$ cat config.mk
export PLATFORM = sky130hd
export DESIGN_NAME = rtp_packet_header_validator
export DESIGN_NICKNAME = d
export VERILOG_FILES = /design/src/rphv_pkg.sv /design/src/rphv_track.sv /design/src/rphv_verdict.sv /design/src/rtp_packet_header_validator.sv
export SDC_FILE = /design/constraint.sdc
export NUM_CORES = 1
export LEC_CHECK = 0
export BUFFER_PORTS_ARGS = -buffer_cell sky130_fd_sc_hd__clkbuf_2
export CAP_MARGIN = 15
export CELL_PAD_IN_SITES_DETAIL_PLACEMENT = 0
export CELL_PAD_IN_SITES_GLOBAL_PLACEMENT = 2
export CORE_MARGIN = 5
export CORE_UTILIZATION = 34
export CTS_CLUSTER_SIZE = 16
export DETAILED_ROUTE_END_ITERATION = 10
export GPL_ROUTABILITY_DRIVEN = 0
export GPL_TIMING_DRIVEN = 0
export PLACE_DENSITY = 0.86
export SYNTH_ARGS = -nofsm -noshare
export SYNTH_HDL_FRONTEND = slang
export SYNTH_SLANG_ARGS = --single-unit
$ cat constraint.sdc
create_clock -name aclk -period 7.3 [get_ports aclk]
set_input_delay 0.365 -clock aclk [delete_from_list [all_inputs] [get_ports aclk]]
set_output_delay 0.365 -clock aclk [all_outputs]
set_load 0.05 [all_outputs]
$ cat src/rphv_pkg.sv
package rphv_pkg;

    // Verdict codes, in the order the checks are made
    typedef enum logic [2:0] {
        ST_OK         = 3'd0,
        ST_SHORT      = 3'd1,
        ST_BAD_VER    = 3'd2,
        ST_SHORT_HDR  = 3'd3,
        ST_SHORT_EXT  = 3'd4,
        ST_PAD_EMPTY  = 3'd5,
        ST_PAD_ZERO   = 3'd6,
        ST_PAD_LONG   = 3'd7
    } status_t;

    localparam logic [1:0]  RTP_VERSION    = 2'd2;
    localparam logic [15:0] MIN_PKT_BYTES  = 16'd12;
    localparam logic [6:0]  FIXED_HDR      = 7'd12;
    localparam logic [6:0]  EXT_HDR_BYTES  = 7'd4;
    localparam int          TDATA_IN_W     = 8;
    localparam int          TDATA_OUT_W    = 40;

    // Header fields and packet size as seen after the current byte
    typedef struct packed {
        logic        valid;
        logic        last;
        logic [7:0]  data_byte;
        logic [15:0] size;
        logic [1:0]  version;
        logic        padding;
        logic        extension;
        logic [3:0]  csrc_count;
        logic [15:0] ext_words;
    } hdr_info_t;

    typedef struct packed {
        status_t     status;
        logic [15:0] payload_offset;
        logic [15:0] payload_length;
    } verdict_t;

endpackage

$ cat src/rphv_track.sv
module rphv_track import rphv_pkg::*; #(
    parameter int MAX_PACKET_BYTES = 65535
) (
    input  logic        aclk,
    input  logic        aresetn,
    input  logic        load,
    input  logic [7:0]  data_byte,
    input  logic        end_of_packet,
    input  logic        advance,
    output hdr_info_t   info
);

    localparam logic [15:0] MaxBytes = 16'(MAX_PACKET_BYTES);

    logic        in_valid_reg;
    logic        in_last_reg;
    logic [7:0]  in_data_reg;
    logic [15:0] byte_index_reg, byte_index_next;
    logic [1:0]  version_reg, version_next;
    logic        padding_reg, padding_next;
    logic        extension_reg, extension_next;
    logic [3:0]  csrc_reg, csrc_next;
    logic [15:0] ext_words_reg, ext_words_next;

    logic        in_range;
    logic [15:0] hs_cur;
    logic [15:0] size;

    // Hold the accepted byte until it is processed
    always_ff @(posedge aclk) begin
        if (!aresetn) begin
            in_valid_reg <= 1'b0;
        end else if (load) begin
            in_valid_reg <= 1'b1;
        end else if (advance) begin
            in_valid_reg <= 1'b0;
        end
    end

    always_ff @(posedge aclk) begin
        if (load) begin
            in_data_reg <= data_byte;
            in_last_reg <= end_of_packet;
        end
    end

    // Capture header fields at their byte positions
    always_comb begin
        in_range        = byte_index_reg < MaxBytes;
        hs_cur          = {9'd0, FIXED_HDR + {1'b0, csrc_reg, 2'b00}};
        size            = in_range ? byte_index_reg + 16'd1 : MaxBytes;
        version_next    = version_reg;
        padding_next    = padding_reg;
        extension_next  = extension_reg;
        csrc_next       = csrc_reg;
        ext_words_next  = ext_words_reg;
        if (in_range) begin
            if (byte_index_reg == 16'd0) begin
                version_next   = in_data_reg[7:6];
                padding_next   = in_data_reg[5];
                extension_next = in_data_reg[4];
                csrc_next      = in_data_reg[3:0];
                ext_words_next = 16'd0;
            end else if (extension_reg) begin
                if (byte_index_reg == hs_cur + 16'd2) begin
                    ext_words_next[15:8] = in_data_reg;
                end else if (byte_index_reg == hs_cur + 16'd3) begin
                    ext_words_next[7:0] = in_data_reg;
                end
            end
        end
        byte_index_next = in_last_reg ? 16'd0 : size;
    end

    always_ff @(posedge aclk) begin
        if (!aresetn) begin
            byte_index_reg <= 16'd0;
            version_reg    <= 2'd0;
            padding_reg    <= 1'b0;
            extension_reg  <= 1'b0;
            csrc_reg       <= 4'd0;
            ext_words_reg  <= 16'd0;
        end else if (advance) begin
            byte_index_reg <= byte_index_next;
            version_reg    <= version_next;
            padding_reg    <= padding_next;
            extension_reg  <= extension_next;
            csrc_reg       <= csrc_next;
            ext_words_reg  <= ext_words_next;
        end
    end

    assign info = '{
        valid:      in_valid_reg,
        last:       in_last_reg,
        data_byte:  in_data_reg,
        size:       size,
        version:    version_next,
        padding:    padding_next,
        extension:  extension_next,
        csrc_count: csrc_next,
        ext_words:  ext_words_next
    };

endmodule

$ cat src/rphv_verdict.sv
module rphv_verdict import rphv_pkg::*; (
    input  hdr_info_t info,
    output verdict_t  verdict
);

    logic [6:0]  hdr_base;
    logic [18:0] hdr_full;
    logic [18:0] size_w;
    logic [15:0] payload;
    status_t     status;

    // Run the checks in priority order
    always_comb begin
        hdr_base = FIXED_HDR + {1'b0, info.csrc_count, 2'b00}
                   + (info.extension ? EXT_HDR_BYTES : 7'd0);
        hdr_full = {12'd0, hdr_base}
                   + (info.extension ? {1'b0, info.ext_words, 2'b00} : 19'd0);
        size_w   = {3'd0, info.size};
        payload  = info.size - hdr_full[15:0];
        status   = ST_OK;
        priority if (info.size < MIN_PKT_BYTES) begin
            status = ST_SHORT;
        end else if (info.version != RTP_VERSION) begin
            status = ST_BAD_VER;
        end else if (size_w < {12'd0, hdr_base}) begin
            status = ST_SHORT_HDR;
        end else if (size_w < hdr_full) begin
            status = ST_SHORT_EXT;
        end else if (info.padding) begin
            priority if (payload == 16'd0) begin
                status = ST_PAD_EMPTY;
            end else if (info.data_byte == 8'd0) begin
                status = ST_PAD_ZERO;
            end else if (payload < {8'd0, info.data_byte}) begin
                status = ST_PAD_LONG;
            end else begin
                payload = payload - {8'd0, info.data_byte};
            end
        end else begin
            status = ST_OK;
        end
        verdict.status         = status;
        verdict.payload_offset = (status == ST_OK) ? hdr_full[15:0] : 16'd0;
        verdict.payload_length = (status == ST_OK) ? payload : 16'd0;
    end

endmodule

$ cat src/rtp_packet_header_validator.sv
// Channel  Ports                      Contents
// input    s_axis_t{valid,ready}      tdata[7:0] data_byte, tlast end_of_packet
// result   m_axis_t{valid,ready}      tdata[2:0] status, [18:3] payload_offset,
//                                     [34:19] payload_length, [39:35] zero
// One byte per clock, unless a stalled result holds a last byte: a byte is
// registered, then updates the header fields and, on the last byte, the verdict
// is written to the result register.
// Reset (aresetn low, synchronous) empties both registers and clears the
// byte counter and captured fields. A stalled result holds only the last
// byte of the next packet; other bytes keep flowing under back-pressure.
module rtp_packet_header_validator import rphv_pkg::*; #(
    parameter int MAX_PACKET_BYTES = 65535
) (
    input  logic                   aclk,
    input  logic                   aresetn,
    input  logic                   s_axis_tvalid,
    output logic                   s_axis_tready,
    input  logic [TDATA_IN_W-1:0]  s_axis_tdata,   // [7:0] data_byte
    input  logic                   s_axis_tlast,
    output logic                   m_axis_tvalid,
    input  logic                   m_axis_tready,
    output logic [TDATA_OUT_W-1:0] m_axis_tdata    // status, payload_offset,
                                                    // payload_length, zero fill
);

    hdr_info_t   info;
    verdict_t    verdict;
    logic        advance;
    logic        load;
    logic        out_valid_reg;
    verdict_t    out_reg;

    // Process the held byte unless it ends a packet while the result is stalled
    assign advance = info.valid
                     && (!info.last || !out_valid_reg || m_axis_tready);
    assign s_axis_tready = !info.valid || advance;
    assign load = s_axis_tvalid && s_axis_tready;

    rphv_track #(
        .MAX_PACKET_BYTES(MAX_PACKET_BYTES)
    ) u_track (
        .aclk         (aclk),
        .aresetn      (aresetn),
        .load         (load),
        .data_byte    (s_axis_tdata[7:0]),
        .end_of_packet(s_axis_tlast),
        .advance      (advance),
        .info         (info)
    );

    rphv_verdict u_verdict (
        .info   (info),
        .verdict(verdict)
    );

    // Load a verdict on the last byte, drop it once taken
    always_ff @(posedge aclk) begin
        if (!aresetn) begin
            out_valid_reg <= 1'b0;
        end else if (advance && info.last) begin
            out_valid_reg <= 1'b1;
        end else if (m_axis_tready) begin
            out_valid_reg <= 1'b0;
        end
    end

    always_ff @(posedge aclk) begin
        if (advance && info.last) begin
            out_reg <= verdict;
        end
    end

    assign m_axis_tvalid = out_valid_reg;
    assign m_axis_tdata  = {5'd0, out_reg.payload_length, out_reg.payload_offset,
                            out_reg.status};

`ifndef SYNTH
    a_fail_zero: assert property (@(posedge aclk) disable iff (!aresetn)
        m_axis_tvalid && out_reg.status != ST_OK
        |-> out_reg.payload_offset == 16'd0 && out_reg.payload_length == 16'd0)
        else $error("failed verdict carries nonzero offset or length");

    a_ok_offset: assert property (@(posedge aclk) disable iff (!aresetn)
        m_axis_tvalid && out_reg.status == ST_OK
        |-> out_reg.payload_offset >= MIN_PKT_BYTES)
        else $error("accepted packet with header under 12 bytes");

    a_ok_fits: assert property (@(posedge aclk) disable iff (!aresetn)
        m_axis_tvalid && out_reg.status == ST_OK
        |-> ({1'b0, out_reg.payload_offset} + {1'b0, out_reg.payload_length})
            <= 17'(MAX_PACKET_BYTES))
        else $error("offset plus length exceeds packet size");

    a_only_last: assert property (@(posedge aclk) disable iff (!aresetn)
        advance && !info.last && !(out_valid_reg && m_axis_tready)
        |=> m_axis_tvalid == $past(m_axis_tvalid))
        else $error("result produced by a byte that is not the last");
`endif

endmodule

# [After elaboration in Yosys (flattened, before gate mapping)]
# Cells that the tools add are included.
[word_totals] regBits=86 latchBits=0 ramBits=0 mem_bits_ro=0 wordCells=83 memories=0
[op_classes] add_sub_neg=9 n_mul=0 n_div=0 n_lt_le_gt_ge=5 n_eq_ne=3 shift=0 muxes=38 n_bitwise=0 reduce_logical=15
[ops] cell="two-way mux 16 bit" count=13
[ops] cell="equality test 16 bit" count=2
[ops] cell="zero test 16 bit" count=2
[ops] cell="two-way mux 3 bit" count=9
[ops] cell="two-way mux 8 bit" count=3
[ops] cell="adder 7 x 19 -> 19 bit" count=1
[ops] cell="less-than comparator 16 x 19 -> 1 bit" count=1
[ops] cell="two-way mux 18 bit" count=1
[ops] cell="adder 16 x 1 -> 16 bit (second input constant)" count=1
[ops] cell="adder 7 x 2 -> 8 bit (second input constant)" count=2
[ops] cell="less-than comparator 16 bit (second input constant)" count=1
[ops] cell="less-than comparator 16 x 4 -> 1 bit (second input constant)" count=1
[ops] cell="less-than comparator 16 x 7 -> 1 bit" count=1
[ops] cell="less-than comparator 16 x 8 -> 1 bit" count=1
[ops] cell="subtractor 16 bit" count=1
[ops] cell="subtractor 16 x 8 -> 16 bit" count=1
[ops] cell="adder 4 x 6 -> 7 bit (first input constant)" count=2
[ops] cell="zero test 8 bit" count=1
[ops] cell="two-way mux 1 bit" count=8
[ops] cell="two-way mux 4 bit" count=2
[ops] cell="adder 7 bit" count=1
[ops] cell="two-way mux 2 bit" count=2
[ops] cell="nonzero test 2 bit" count=2
[ops] cell="logical AND 1 bit" count=3
[ops] cell="other kinds (4)" count=8

# [Depth between registers and ports, before layout]
# Gate-level depths: netlist (run 1).
[depth] word_depth=21 depth_mapped=39

# [Hierarchy]
# Synthesis (run 1) repeated with hierarchy kept, for this count alone.
[hier_totals] cells_unflattened=766 area_unflattened_um2=6895.4
[by_module_without_submodules] mod="rphv_track" instances=1 cells_each=316 area_each_um2=2880.3 seq_area_each_um2=1091.0
[by_module_without_submodules] mod="rphv_verdict" instances=1 cells_each=400 area_each_um2=2847.7 seq_area_each_um2=0.0
[by_module_without_submodules] mod="rtp_packet_header_validator" instances=1 cells_each=50 area_each_um2=1167.4 seq_area_each_um2=1071.0

# [Least setup slack after synthesis (run 1)]
# No wires, ideal clock.
[synth_timing] path_type="flip-flop to flip-flop" start="register u_track.byte_index_reg[8]" end="register out_reg, in the netlist m_axis_tdata[19] (data pin)" t_arrival_ns=7.632 path_slack_ns=-0.471 stages_incl_launch_ff=35 path_buffers=3 period_less_slack_ns=7.771 path_cell_list="dfxtp_1 > buf_2 > or3_1 > or3_1 > clkbuf_1 > o21ai_0 > inv_1 > ha_1 > inv_1 > ha_1 > inv_1 > fa_1 > inv_1 > ha_1 > a21o_1 > a31oi_1 > nor2_1 > nand4_1 > mux2_2 > or2_2 > nor2_1 > nor3_1 > a21oi_1 > ha_1 > and3_1 > o2bb2ai_2 > or4_4 > a21o_1 > a2111o_1 > or4b_1 > buf_2 > o211a_4 > nand2_8 > mux2_1 > nor2_1"
[synth_between] elab_chain_len=19 elab_cells_between_ends=50 cone_classes="add/sub: 6; order compare: 5; eq/ne: 3; mux: 33; reduce/logical: 3"
[synth_rtl] item="start, declared" line_no="rphv_track.sv:18" rtl="logic [15:0] byte_index_reg, byte_index_next;"
[synth_rtl] item="start signal, assigned" line_no="rphv_track.sv:84" rtl="byte_index_reg <= byte_index_next;"
[synth_rtl] item="parallel branches: the longest is 19 deep, another holds adder 7 x 19 -> 19 bit"
[synth_rtl] item="end signal, assigned" line_no="rtp_packet_header_validator.sv:69" rtl="out_reg <= verdict;"
[synth_rtl] item="end, declared" line_no="rtp_packet_header_validator.sv:31" rtl="verdict_t out_reg;"
# Parallel ways; which one is timed is not known.
# A chain may end at the register's enable or synchronous reset.

# [Worst setup path after layout (run 1)]
[layout_timing] start="register u_track.byte_index_reg[3]" end="register out_reg, in the netlist m_axis_tdata[22] (data pin)"
# Same word-level chain as after synthesis.

==> results of run 1 <==
==> repair_timing <==
action,in CTS,in global routing
buffers inserted,29,10
setup endpoints to repair,33,33
resized for setup,60,41
hold endpoints to repair,0,0
pin swaps,25,19
gates cloned,1,2
==> metrics by stage <==
stage / utilization [%] / power, uW / setup WS, ns
after CTS: 42.8 / 1390 / -0.0561
after detailed placement: 38.3 / 785 / -1.29
after global placement: 38.3 / 784 / -1.42
after global routing: 43.8 / 1450 / -0.456
after floorplan: - / 725 / -0.0112
final: 43.8 / 1390 / -0.165
==> critical path: cells and delay by family, from the launching register on <==
kind                       cells  cell delay, ns
AOI/OAI and AO/OA              8            1.65
adders and majority gates      5            1.33
buffers and inverters          6            0.47
DFF                            1            0.32
muxes                          2            0.53
and+or+nand+nor               13            2.91
==> layout make-up <==
cell class	count	area, um2
plain buffers	37	268
clock buffers	12	279
clock inverters	4	98.8
fillers	1898	10500
inverters	41	156
multi-input cells	604	4460
flip-flops and latches	84	2110
well taps	234	293
repair buffers	88	551
==> synth_stat cells (6+ instances only) <==
cell type   n
and2_1      8
and3_1     10
nor4_1     13
nor2_2      6
inv_1      41
nand4_1     8
buf_2      11
ha_1       40
a22oi_1    17
nor2b_1    31
buf_4       7
clkbuf_1   23
o21a_1      9
dfxtp_1    42
a21oi_1    56
mux2i_1    17
a31oi_1    13
xor2_1     15
nand2_1    63
or3_1       9
nand3_1    36
nor3_1     16
nor2_1     64
edfxtp_1   42
a21o_1     12
a21boi_0    6
xnor2_1    24
o21ai_0    30
==> worst paths after layout <==
kind | cells past startpoint | to | from
setup / recovery | 34 | m_axis_tdata[22]$_SDFFCE_PP0P_ | u_track.byte_index_reg[3]$_SDFFE_PN0P_
hold / removal | 1 | u_track.in_data_reg[7]$_DFFE_PP_ | s_axis_tdata[7]
setup reg to reg | 34 | m_axis_tdata[22]$_SDFFCE_PP0P_ | u_track.byte_index_reg[3]$_SDFFE_PN0P_
hold reg to reg | 2 | u_track.ext_words_reg[6]$_SDFFE_PN0P_ | u_track.ext_words_reg[6]$_SDFFE_PN0P_
==> metal layers <==
layer  global-route usage (%)  part of all wire, %
met1                     25.9                   47
met2                     30.3                   46
met3                     3.44                  5.8
met4                     4.80                  2.0
met5                        0                    0
==> power by group through the flow <==
stage          Clock [uW]  Combinational, uW  Sequential, uW
2_1_floorplan           0                185             539
3_3_place_gp            0                260             524
3_5_place_dp            0                260             524
4_1_cts               595                281             514
5_1_grt               613                325             515
6_report              583                291             514
==> logic make-up (layout without fill, tap and decap cells) <==
kind of cell,after synthesis,count (layout),share of synthesized area (%)
simple gates,305,306,25.2
xor+xnor,39,39,5.25
compound gates,186,186,19.1
flops,84,84,32.3
mux,23,23,3.66
buf+inv,86,182,5.81
other cells,1,7,0.0577
fa+ha+maj,43,43,8.62
==> metrics, run 1 <==
post-route non-filler standard cell count 1,104; DRT antenna net count 0; Critical Path Slowest Stage Cell or4b_4; Die Ht 148 um; outcome finished, violations left; first-pass GRT wire length 32,200 um; total of flip-flops plus latches after synthesis 84; via count of the first global-routing pass 5,719; final hold slack 0.187 ns; setup tns final -2.07 ns; DP HPWL 15,400 um; FF-to-FF setup slack -0.17 ns; Num Clock Sinks 84; fraction of layout cells with a size suffix above 1 26.6%; CTS H-Tree Depth 3; drt via density 5.41; post-synthesis cell type count 80; fraction of post-synthesis cell area in the top cell type by area 19.4%; clk_lat worst skew 0.35 ns; unrepaired setup endpoints after global routing yes; violations in the final reports setup timing; Final setup viols 21; Layout area overhead 26.5%; share of power burned in the clock network 42.0%; data arrival time of the worst path 7.57 ns; Layout Nets 921; instance count of the mapped netlist 767; CP dominant cell by count ha_4; largest net degree at the start of global routing 35; core region area 18,800 um2; final standard cell area without fillers 8220 um2; clock skew 0.0113 ns; switching power total 393 uW; Worst Setup End Kind register; initial DRC count 540; post-route DRC violation count 0; leading cell types by total area after synthesis edfxtp_1 (19%), dfxtp_1 (13%), ha_1 (7.7%); GRT Resource Usage Total 18.8%; final hold violation count 0; maximum net fanout on the critical path 6; Yosys warnings 0; part of the cycle the worst path needs 102%; Initial Util 34.6%; relative slew slack 30.8%; Hold Buf Count CTS 0; most frequent cells in the layout nor2_1 (61), nand2_1 (59), a21oi_1 (52); count of flip-flops with a built-in enable after synthesis 42; Int Pwr 995 uW; critical path's largest stage delay 0.59 ns; fin. max-slew vios 0; Worst Tran Pin Value 1.03 ns; initial antenna violation count 0; standard-cell rows 50; type of the tightest min-delay check input pin to register; critical path start-end classification register to register; Clk pin slew, worst setup/hold paths 0.07 ns; post-placement cell area 7190 um2; GRT Residual Overflow 0; final critical delay including setup and external delays 7.47 ns; number of I/O pins 55; data required time of the critical path 7.41 ns; switching power share of the total 28.3%; full die area 22,000 um2; Power Density 169 nW/um2; Leakage 0.00330 uW; prevailing post-synth register cell edfxtp_1; kind of start point of the critical path register; power share of the sequential group 37.0%; worst setup slack after layout -0.165 ns; cell count after placement 1,054; CTS buffer count 9; number of buffers between clock root and the deepest sink 2; maximum achievable frequency 134 MHz; cell type with the largest total area after synthesis edfxtp_1; combined area of all synthesized cells 6500 um2; clock tree from TritonCTS yes; detailed-route via count 5,973; Mean Syn Cell Area 8.48 um2; combinational cell fraction of total power 21.0%; largest voltage drop on the vdd net 0.107 mV; ys async rst share 0%; max reg flops 33; number of buffers added on ports 47; leading cell type in the layout, fill and taps excluded nor2_1; share of the yosys chip area belonging to registers 32.3%; number of detailed-routing iterations run before antenna repair 5; routed wire length per instance 18.7 um; Max Cap Violations 0; total wirelength of the detailed-routed design 20,700 um; Die X-Extent 148 um; Ant. Diodes 0; clock root cell clkbuf_16
Note: power is estimated with default switching activity, not from simulation.
==> run 2, diff against run 1 <==
--- a/config.mk
+++ b/config.mk
@@ -14,7 +14,6 @@
 export CTS_CLUSTER_SIZE = 16
 export DETAILED_ROUTE_END_ITERATION = 10
 export GPL_ROUTABILITY_DRIVEN = 0
-export GPL_TIMING_DRIVEN = 0
 export PLACE_DENSITY = 0.86
 export SYNTH_ARGS = -nofsm -noshare
 export SYNTH_HDL_FRONTEND = slang
==> run 2 against run 1 <==
  * The run now ends clean
  * Sequential power about the same
  * Clock power down 24%
  * Final cell count down 0.45%
==> metrics, run 2 (synthesis gave the netlist of run 1 again) <==
total wirelength of the detailed-routed design 19,200 um; Final setup viols 0; critical path's largest stage delay 0.56 ns; CP dominant cell by count inv_2; number of buffers added on ports 47; Critical Path Slowest Stage Cell or4b_4; maximum net fanout on the critical path 6; drt via density 5.30; Layout Nets 916; final core utilization 42.3%; data arrival time of the worst path 7.16 ns; critical path start-end classification register to register; detailed-route via count 5,830; clock root cell clkbuf_16; Layout area overhead 22.1%; largest voltage drop on the vdd net 0.117 mV; reg2reg start u_track.byte_index_reg[8]$_SDFFE_PN0P_; minimum setup slack after placement -0.0223 ns; final hold violation count 0; Die X-Extent 148 um; core region area 18,800 um2; GRT Residual Overflow 0; clk_lat worst skew 0.35 ns; Power Density 157 nW/um2; post-route DRC violation count 0; outcome completed; FF-to-FF setup slack 0.24 ns; final hold slack 0.188 ns; Hold Buf Count CTS 0; data required time of the critical path 7.40 ns; Clk pin slew, worst setup/hold paths 0.07 ns; most frequent cells in the layout buf_4 (72), nand2_1 (63), nor2_1 (61); kind of start point of the critical path register; first-pass GRT wire length 29,800 um; maximum achievable frequency 142 MHz; via count of the first global-routing pass 5,504; worst setup slack after layout 0.244 ns; routed wire length per instance 17.5 um; leading cell type in the layout, fill and taps excluded buf_4; number of buffers between clock root and the deepest sink 2; largest net degree at the start of global routing 43; Die Ht 148 um; initial antenna violation count 0; type of the tightest min-delay check input pin to register; Initial Util 34.6%; clock skew 0.00939 ns; standard-cell rows 50; DP HPWL 15,100 um; max reg flops 33; Leakage 0.00323 uW; Max Cap Violations 0; critical hold path startpoint s_axis_tdata[6]; Ant. Diodes 0; initial DRC count 368; GRT Resource Usage Total 17.2%; clock tree from TritonCTS yes; Num Clock Sinks 84; fin. max-slew vios 0; part of the cycle the worst path needs 96.7%; relative slew slack 32.5%; Worst Tran Pin Value 1.01 ns; fraction of layout cells with a size suffix above 1 24.4%; setup tns final 0 ns; CTS buffer count 9; full die area 22,000 um2; CTS H-Tree Depth 3; number of I/O pins 55; DRT antenna net count 0; number of detailed-routing iterations run before antenna repair 5; final critical delay including setup and external delays 7.06 ns; origin of the worst setup path u_track.byte_index_reg[8]$_SDFFE_PN0P_; Worst Setup End Kind register
[run 2: repair_timing]
item,4_1_cts,5_1_grt
pin swaps,0,17
buffers inserted,0,2
gates resized for setup,2,24
endpoints found under the setup margin,8,32
cloned,0,1
[run 2: worst max-delay path: cells and delay by family (launching register included)]
family,cells,cell delay [ns]
compound gates,8,1.68
mux,2,0.53
fa+ha+maj,5,1.36
buf+inv,4,0.20
simple gates,12,2.72
flops,1,0.34
[run 2: final cells by class]
| class | instances | area (um2) |
|---|---|---|
| sequential | 84 | 2100 |
| multi-input combinational | 604 | 4310 |
| clock buffer | 12 | 258 |
| inverter | 41 | 154 |
| timing repair buffer | 120 | 796 |
| tap | 234 | 293 |
| fill | 1872 | 10800 |
| clock inverter | 4 | 21.3 |
[run 2: through the flow]
| step | instance area [um2] | power (uW) | cells |
|---|---|---|---|
| global route | 7940 | 1310 | 1099 |
| finish | 7940 | 1240 | 1099 |
| CTS | 7760 | 1240 | 1096 |
| global placement | 7480 | 794 | 1080 |
| floorplan | 6660 | 725 | 773 |
| detailed placement | 7480 | 795 | 1080 |
[run 2: final timing paths]
kind	end	cells past startpoint
hold reg to reg	u_track.ext_words_reg[6]$_SDFFE_PN0P_	2
hold / removal	u_track.in_data_reg[6]$_DFFE_PP_	1
setup reg to reg	m_axis_tdata[23]$_SDFFCE_PP0P_	31
setup / recovery	m_axis_tdata[23]$_SDFFCE_PP0P_	31
[run 2: layer usage]
layer | GRT usage [%] | routed length [um] | up-vias
met2 | 27.5 | 8750 | 144
met3 | 2.62 | 871 | 24
li1 | - | - | 2955
met1 | 24.0 | 9230 | 2707
met4 | 5.17 | 390 | 0
met5 | 0 | 0 | -
[run 2: report_power, final]
group | switching [uW] | total (uW) | internal, uW | leakage [uW]
clock network | 193 | 443 | 250 | 0.000142
registers | 9.83 | 515 | 505 | 0.000721
logic | 173 | 286 | 113 | 0.00237
total | 376 | 1240 | 868 | 0.00323
